### src/hw/rtl/bdrm_pkg.sv
// Package with the shared types, constants and defaults of the block range minimum unit.
`default_nettype none

package bdrm_pkg;

  localparam int IDX_W = 10;
  localparam int VAL_W = 32;

  localparam int DEF_NUM_ELEMENTS = 1024;
  localparam int DEF_BLOCK_SIZE   = 32;

  localparam logic signed [VAL_W-1:0] INT_MAX = 32'sh7FFF_FFFF;

  localparam logic CMD_WRITE = 1'b0;
  localparam logic CMD_QUERY = 1'b1;

  typedef enum logic [4:0] {
    ST_CLEAR,
    ST_IDLE,
    ST_CHECK,
    ST_DL1,
    ST_DL2,
    ST_DL3,
    ST_DH1,
    ST_DH2,
    ST_DH3,
    ST_WR_ELEM,
    ST_SET_A,
    ST_SCAN_A,
    ST_SET_B,
    ST_SCAN_B,
    ST_SET_C,
    ST_SCAN_C,
    ST_DRAIN,
    ST_WR_BLK,
    ST_RESULT
  } state_t;

  typedef enum logic [2:0] {
    LD_NONE,
    LD_WBLK,
    LD_A,
    LD_B,
    LD_C
  } ld_sel_t;

  typedef struct packed {
    logic    accept;
    logic    clear;
    logic    elem_we;
    logic    blk_we;
    logic    div_sel;
    logic    div_ld_lo;
    logic    div_ld_hi;
    logic    rd_elem;
    logic    rd_blk;
    logic    out_load;
    ld_sel_t ld;
  } ctl_cmd_t;

  typedef struct packed {
    logic is_query;
    logic lo_ok;
    logic empty;
    logic same_blk;
    logic mid_nonempty;
    logic scan_last;
    logic clr_last;
    logic out_free;
  } dp_status_t;

endpackage

`default_nettype wire

### src/hw/rtl/bdrm_ctrl.sv
// Controller state machine that sequences clearing, writes, block rebuilds and range queries.
`default_nettype none

module bdrm_ctrl (
  input  wire logic                 clk,
  input  wire logic                 rst_n,
  input  wire logic                 in_valid,
  output logic                      in_ready,
  input  wire bdrm_pkg::dp_status_t status,
  output bdrm_pkg::ctl_cmd_t        cmd
);

  import bdrm_pkg::*;

  state_t state_r;
  state_t state_nxt;

  always_ff @(posedge clk) begin
    if (!rst_n) begin
      state_r <= ST_CLEAR;
    end else begin
      state_r <= state_nxt;
    end
  end

  always_comb begin
    state_nxt = state_r;
    cmd       = '0;
    cmd.ld    = LD_NONE;
    in_ready  = 1'b0;
    case (state_r)
      ST_CLEAR: begin
        cmd.clear   = 1'b1;
        cmd.elem_we = 1'b1;
        cmd.blk_we  = 1'b1;
        if (status.clr_last) begin
          state_nxt = ST_IDLE;
        end
      end
      ST_IDLE: begin
        in_ready = 1'b1;
        if (in_valid) begin
          cmd.accept = 1'b1;
          state_nxt  = ST_CHECK;
        end
      end
      ST_CHECK: begin
        if (status.is_query) begin
          state_nxt = status.empty ? ST_RESULT : ST_DL1;
        end else begin
          state_nxt = status.lo_ok ? ST_DL1 : ST_IDLE;
        end
      end
      ST_DL1: begin
        state_nxt = ST_DL2;
      end
      ST_DL2: begin
        state_nxt = ST_DL3;
      end
      ST_DL3: begin
        cmd.div_ld_lo = 1'b1;
        state_nxt     = status.is_query ? ST_DH1 : ST_WR_ELEM;
      end
      ST_DH1: begin
        cmd.div_sel = 1'b1;
        state_nxt   = ST_DH2;
      end
      ST_DH2: begin
        cmd.div_sel = 1'b1;
        state_nxt   = ST_DH3;
      end
      ST_DH3: begin
        cmd.div_sel   = 1'b1;
        cmd.div_ld_hi = 1'b1;
        state_nxt     = ST_SET_A;
      end
      ST_WR_ELEM: begin
        cmd.elem_we = 1'b1;
        cmd.ld      = LD_WBLK;
        state_nxt   = ST_SCAN_A;
      end
      ST_SET_A: begin
        cmd.ld    = LD_A;
        state_nxt = ST_SCAN_A;
      end
      ST_SCAN_A: begin
        cmd.rd_elem = 1'b1;
        if (status.scan_last) begin
          if (!status.is_query || status.same_blk) begin
            state_nxt = ST_DRAIN;
          end else if (status.mid_nonempty) begin
            state_nxt = ST_SET_B;
          end else begin
            state_nxt = ST_SET_C;
          end
        end
      end
      ST_SET_B: begin
        cmd.ld    = LD_B;
        state_nxt = ST_SCAN_B;
      end
      ST_SCAN_B: begin
        cmd.rd_blk = 1'b1;
        if (status.scan_last) begin
          state_nxt = ST_SET_C;
        end
      end
      ST_SET_C: begin
        cmd.ld    = LD_C;
        state_nxt = ST_SCAN_C;
      end
      ST_SCAN_C: begin
        cmd.rd_elem = 1'b1;
        if (status.scan_last) begin
          state_nxt = ST_DRAIN;
        end
      end
      ST_DRAIN: begin
        state_nxt = status.is_query ? ST_RESULT : ST_WR_BLK;
      end
      ST_WR_BLK: begin
        cmd.blk_we = 1'b1;
        state_nxt  = ST_IDLE;
      end
      ST_RESULT: begin
        if (status.out_free) begin
          cmd.out_load = 1'b1;
          state_nxt    = ST_IDLE;
        end
      end
      default: begin
        state_nxt = ST_IDLE;
      end
    endcase
  end

endmodule

`default_nettype wire

### config.mk
export PLATFORM = sky130hd
export DESIGN_NAME = bdrm_ctrl
export DESIGN_NICKNAME = d
export VERILOG_FILES = /design/src/hw/rtl/bdrm_pkg.sv /design/src/hw/rtl/bdrm_ctrl.sv
export SDC_FILE = /design/constraint.sdc
export NUM_CORES = 1
export LEC_CHECK = 0
export ABC_AREA = 1
export BUFFER_PORTS_ARGS = -buffer_cell sky130_fd_sc_hd__buf_2
export CAP_MARGIN = 20
export CELL_PAD_IN_SITES_DETAIL_PLACEMENT = 0
export CELL_PAD_IN_SITES_GLOBAL_PLACEMENT = 1
export CORE_ASPECT_RATIO = 1.2
export CORE_MARGIN = 2
export CORE_UTILIZATION = 32
export DETAILED_ROUTE_END_ITERATION = 16
export GPL_TIMING_DRIVEN = 1
export PLACE_DENSITY_LB_ADDON = 0.25
export SLEW_MARGIN = 30
export SYNTH_ARGS = -nofsm -noshare
export SYNTH_HDL_FRONTEND = slang
export SYNTH_SLANG_ARGS = --single-unit
### constraint.sdc
create_clock -name clk -period 1.48 [get_ports clk]
set_clock_uncertainty 0.15 [all_clocks]
set_input_delay 0.222 -clock clk [delete_from_list [all_inputs] [get_ports clk]]
set_output_delay 0.222 -clock clk [all_outputs]
set_load 0.005 [all_outputs]
==> summary.md <==
| Metric | Value |
|---|---|
| FMAX | 626 MHz |
| CP required | between 1 and 1.5 ns |
| Fillcell total | 199 |
| Port bufs | 24 |
| Die height | 56.2 um |
| Non-Filler Instances | 218 |
| Hold Slack | about 0.12 ns |
| Tmin final | between 1.5 and 2 ns |
| Num ports | 25 |
| Site Rows | 18 |
| Clock sinks | 5 |
| Top post-synthesis cells by area | nand2_1 18%, dfxtp_1 14%, inv_1 8.3%, nor2_1 7.7%, nor2_4 7.7% |
| Crit-path leading delay family | flip-flops |
| Post-synthesis net count | approximately 140 |
| Wire per inst | 12.2 um |
| CTS tree | yes |
| Via density | 4.83 |
| Run status | finished with violations |
| Detailed router's first-iteration violation count | 25 |
| Final Cell Area | about 1300 um2 |
| Max-cap viol count | 0 |
| Top reg by flops | state_r |
| Power Density | 1060 nW/um2 |
| Max_slew headroom | 79.1% |
| Synth area leader | nand2_1 |
| GR Util All Layers | 22.2% |
| Core area | approximately 2100 um2 |
| Crit path DAT | 1.23 ns |
| Die Wd | between 40 and 50 um |
| CP max stage delay | 0.38 ns |
| Later-pin clock latency in the skew report | 0.25 ns |
| Syn Inst Count | 130 |
| Root buffer cell | clkbuf_4 |
| Routed via count | ~1100 |
| Worst-case clock buffer depth | 2 |
| Final setup viols | 19 |
| Placed inst area | 945 um2 |
| Synth cell types | 24 |
| Setup CP Type | reg -> out |
| Drt pass-1 iters | 4 |
| Number of global-route vias before repair | 1018 |
| First-pass GRT wire length | 4.34 mm |
| Setup ws final | -0.119 ns |
| RSZ-0062 raised after global routing | yes |
| Slowest-stage cell, CP | dfxtp_4 |
| Cts bufs inserted | 3 |
| Antenna cell count | 0 |
| Pin count of the biggest net entering global routing | 8 |
| Critical path, cell by cell | inv_4 -> nor2_4 -> inv_2 -> o21ai_2 -> buf_2 |
| Starting Density | 34.7% |
| Area grow syn2layout | 83.3% |
| Sequential area share after synthesis | 13.8% |
| Top Registers | state_r (5) |
| Dpl hpwl | 1.79 mm |
| Fin. Hold Viols | 0 |
| Final cycle utilization of the critical path | 108% |
| Worst Tran Pin Value | ~0.31 ns |
| Hold Buf Count CTS | 0 |
| RePlAce Congestion | 0.845 |
| Synthesized area per cell | 5.59 um2 |
| Worst hold path class | in -> reg |
| WP buf/inv | 3 |
| CP Max Fanout | 5 |
| Pleak | around 0.00070 uW |
| Power, Total | ~1400 uW |
| Mapped cell area | 727 um2 |
| Slew Viols, Final | 0 |
| Synth Warn # | 0 |
| Die area | approximately 2700 um2 |
| H-tree depth | 1 |
| Largest register FFs | 5 |
| Total gr overflow | 0 |
| Maximum vdd drop | 0.771 mV |
| Violated checks | setup timing |
| Placed insts | about 190 |
| Yosys top cell area share | 18.1% |
| ANT nets after route | 0 |
| Initial antenna violation count | 0 |
| Layout cell share with drive strength beyond 1 | about three fifths |
| Nets | 200 |
| # DRC | 0 |
| DRT Wirelength | 2.65 mm |
| Worst Setup Start Kind | flip-flop |
| Number of synthesized register bits | 5 |
| Clk slew on worst S/H paths | ~0.040 ns |
| Crit end category | output port |
## where the power goes
group | switching [uW] | total [uW] | internal [uW]
sequential | 71.7 | 241 | 170
clock | 61.9 | 164 | 102
combinational | 538 | 1010 | 468
## path summary, 6_finish.rpt
| check | start | cells past startpoint | slack, ns | end |
|---|---|---|---|---|
| worst max register to register | state_r[2] | 9 | -0.11 | state_r[0] |
| worst min-delay path | status[2] | 4 | 0.12 | state_r[3] |
| worst min register to register | state_r[2] | 3 | 0.56 | state_r[2] |
| worst max-delay path | state_r[0] | 5 | -0.12 | cmd[9] |
## cells in the mapped netlist
library cell and instances:
nor3_1 3, a21oi_2 2, nand2_1 35, a21oi_1 3
nand3_2 2, buf_4 1, dfxtp_1 5, o21ai_2 1
nor2_4 5, nand4_1 3, nand2_2 5, nand3_1 9
clkinv_2 1, o21ai_0 3, inv_1 16, or2_2 1
nand4_2 2, o211ai_1 1, inv_2 8, nor2_1 15
o22ai_1 1, nor2_2 5, o21ai_1 2, o21bai_1 1
## placed cells by master, fill, tap and decap left out, drive strengths merged
| cell | netlist | final |
|---|---|---|
| clkbuf | 0 | 4 |
| o21ai | 6 | 6 |
| a21oi | 5 | 5 |
| o22ai | 1 | 1 |
| clkinv | 1 | 1 |
| buf | 1 | 55 |
| or2 | 1 | 1 |
| nor2 | 25 | 25 |
| inv | 24 | 24 |
| nor3 | 3 | 3 |
| o21bai | 1 | 1 |
| nand3 | 11 | 11 |
| nand4 | 5 | 5 |
| o211ai | 1 | 1 |
| nand2 | 40 | 40 |
| dfxtp | 5 | 5 |
## area by class of cell
class	instances	area (um2)	area share, %
repair buffers	55	385	28.9
flip-flops and latches	5	116	8.73
clock buffers	4	26.3	1.97
multi-input cells	99	658	49.4
inverters	25	109	8.17
well taps	30	37.5	2.82
## stage by stage
stage	TNS, ns	utilization, %	setup slack (ns)
2_1_floorplan	0	-	0.0978
3_3_place_gp	-0.266	45.1	-0.0721
3_5_place_dp	-0.277	45.1	-0.0689
4_1_cts	-1.08	57.7	-0.109
5_1_grt	-2.65	63.6	-0.192
6_report	-1.42	63.6	-0.119
## routing by layer
layer,GRT usage (%),up-vias,wire length (um)
li1,-,530,-
met1,25.1,482,1040
met2,37.8,30,1440
met3,1.30,12,86
met4,13.1,0,89
met5,0,-,0
## cell families after synthesis
group / count (synthesis) / synth area share [%]
flops: 5 / 13.8
simple gates: 85 / 60.1
buf+inv: 26 / 14.1
compound gates: 14 / 12.0
## worst reg2reg max path, cell delays in order, from the launching register on
cell	delay (ns)
dfxtp_4	0.40
nor2_4	0.06
buf_4	0.14
buf_6	0.12
nand4_1	0.14
nand3_4	0.12
nor2_4	0.18
nand3_2	0.09
nand2_1	0.07
inv_1	0.03
## what timing repair did
item / in CTS / in global routing
setup endpoints to repair: 19 / 19
resized for setup: 35 / 20
buffers inserted: 17 / 6
hold endpoints to repair: 0 / 0
pin swaps: 13 / 17
Note: power is estimated with default switching activity, not from simulation.
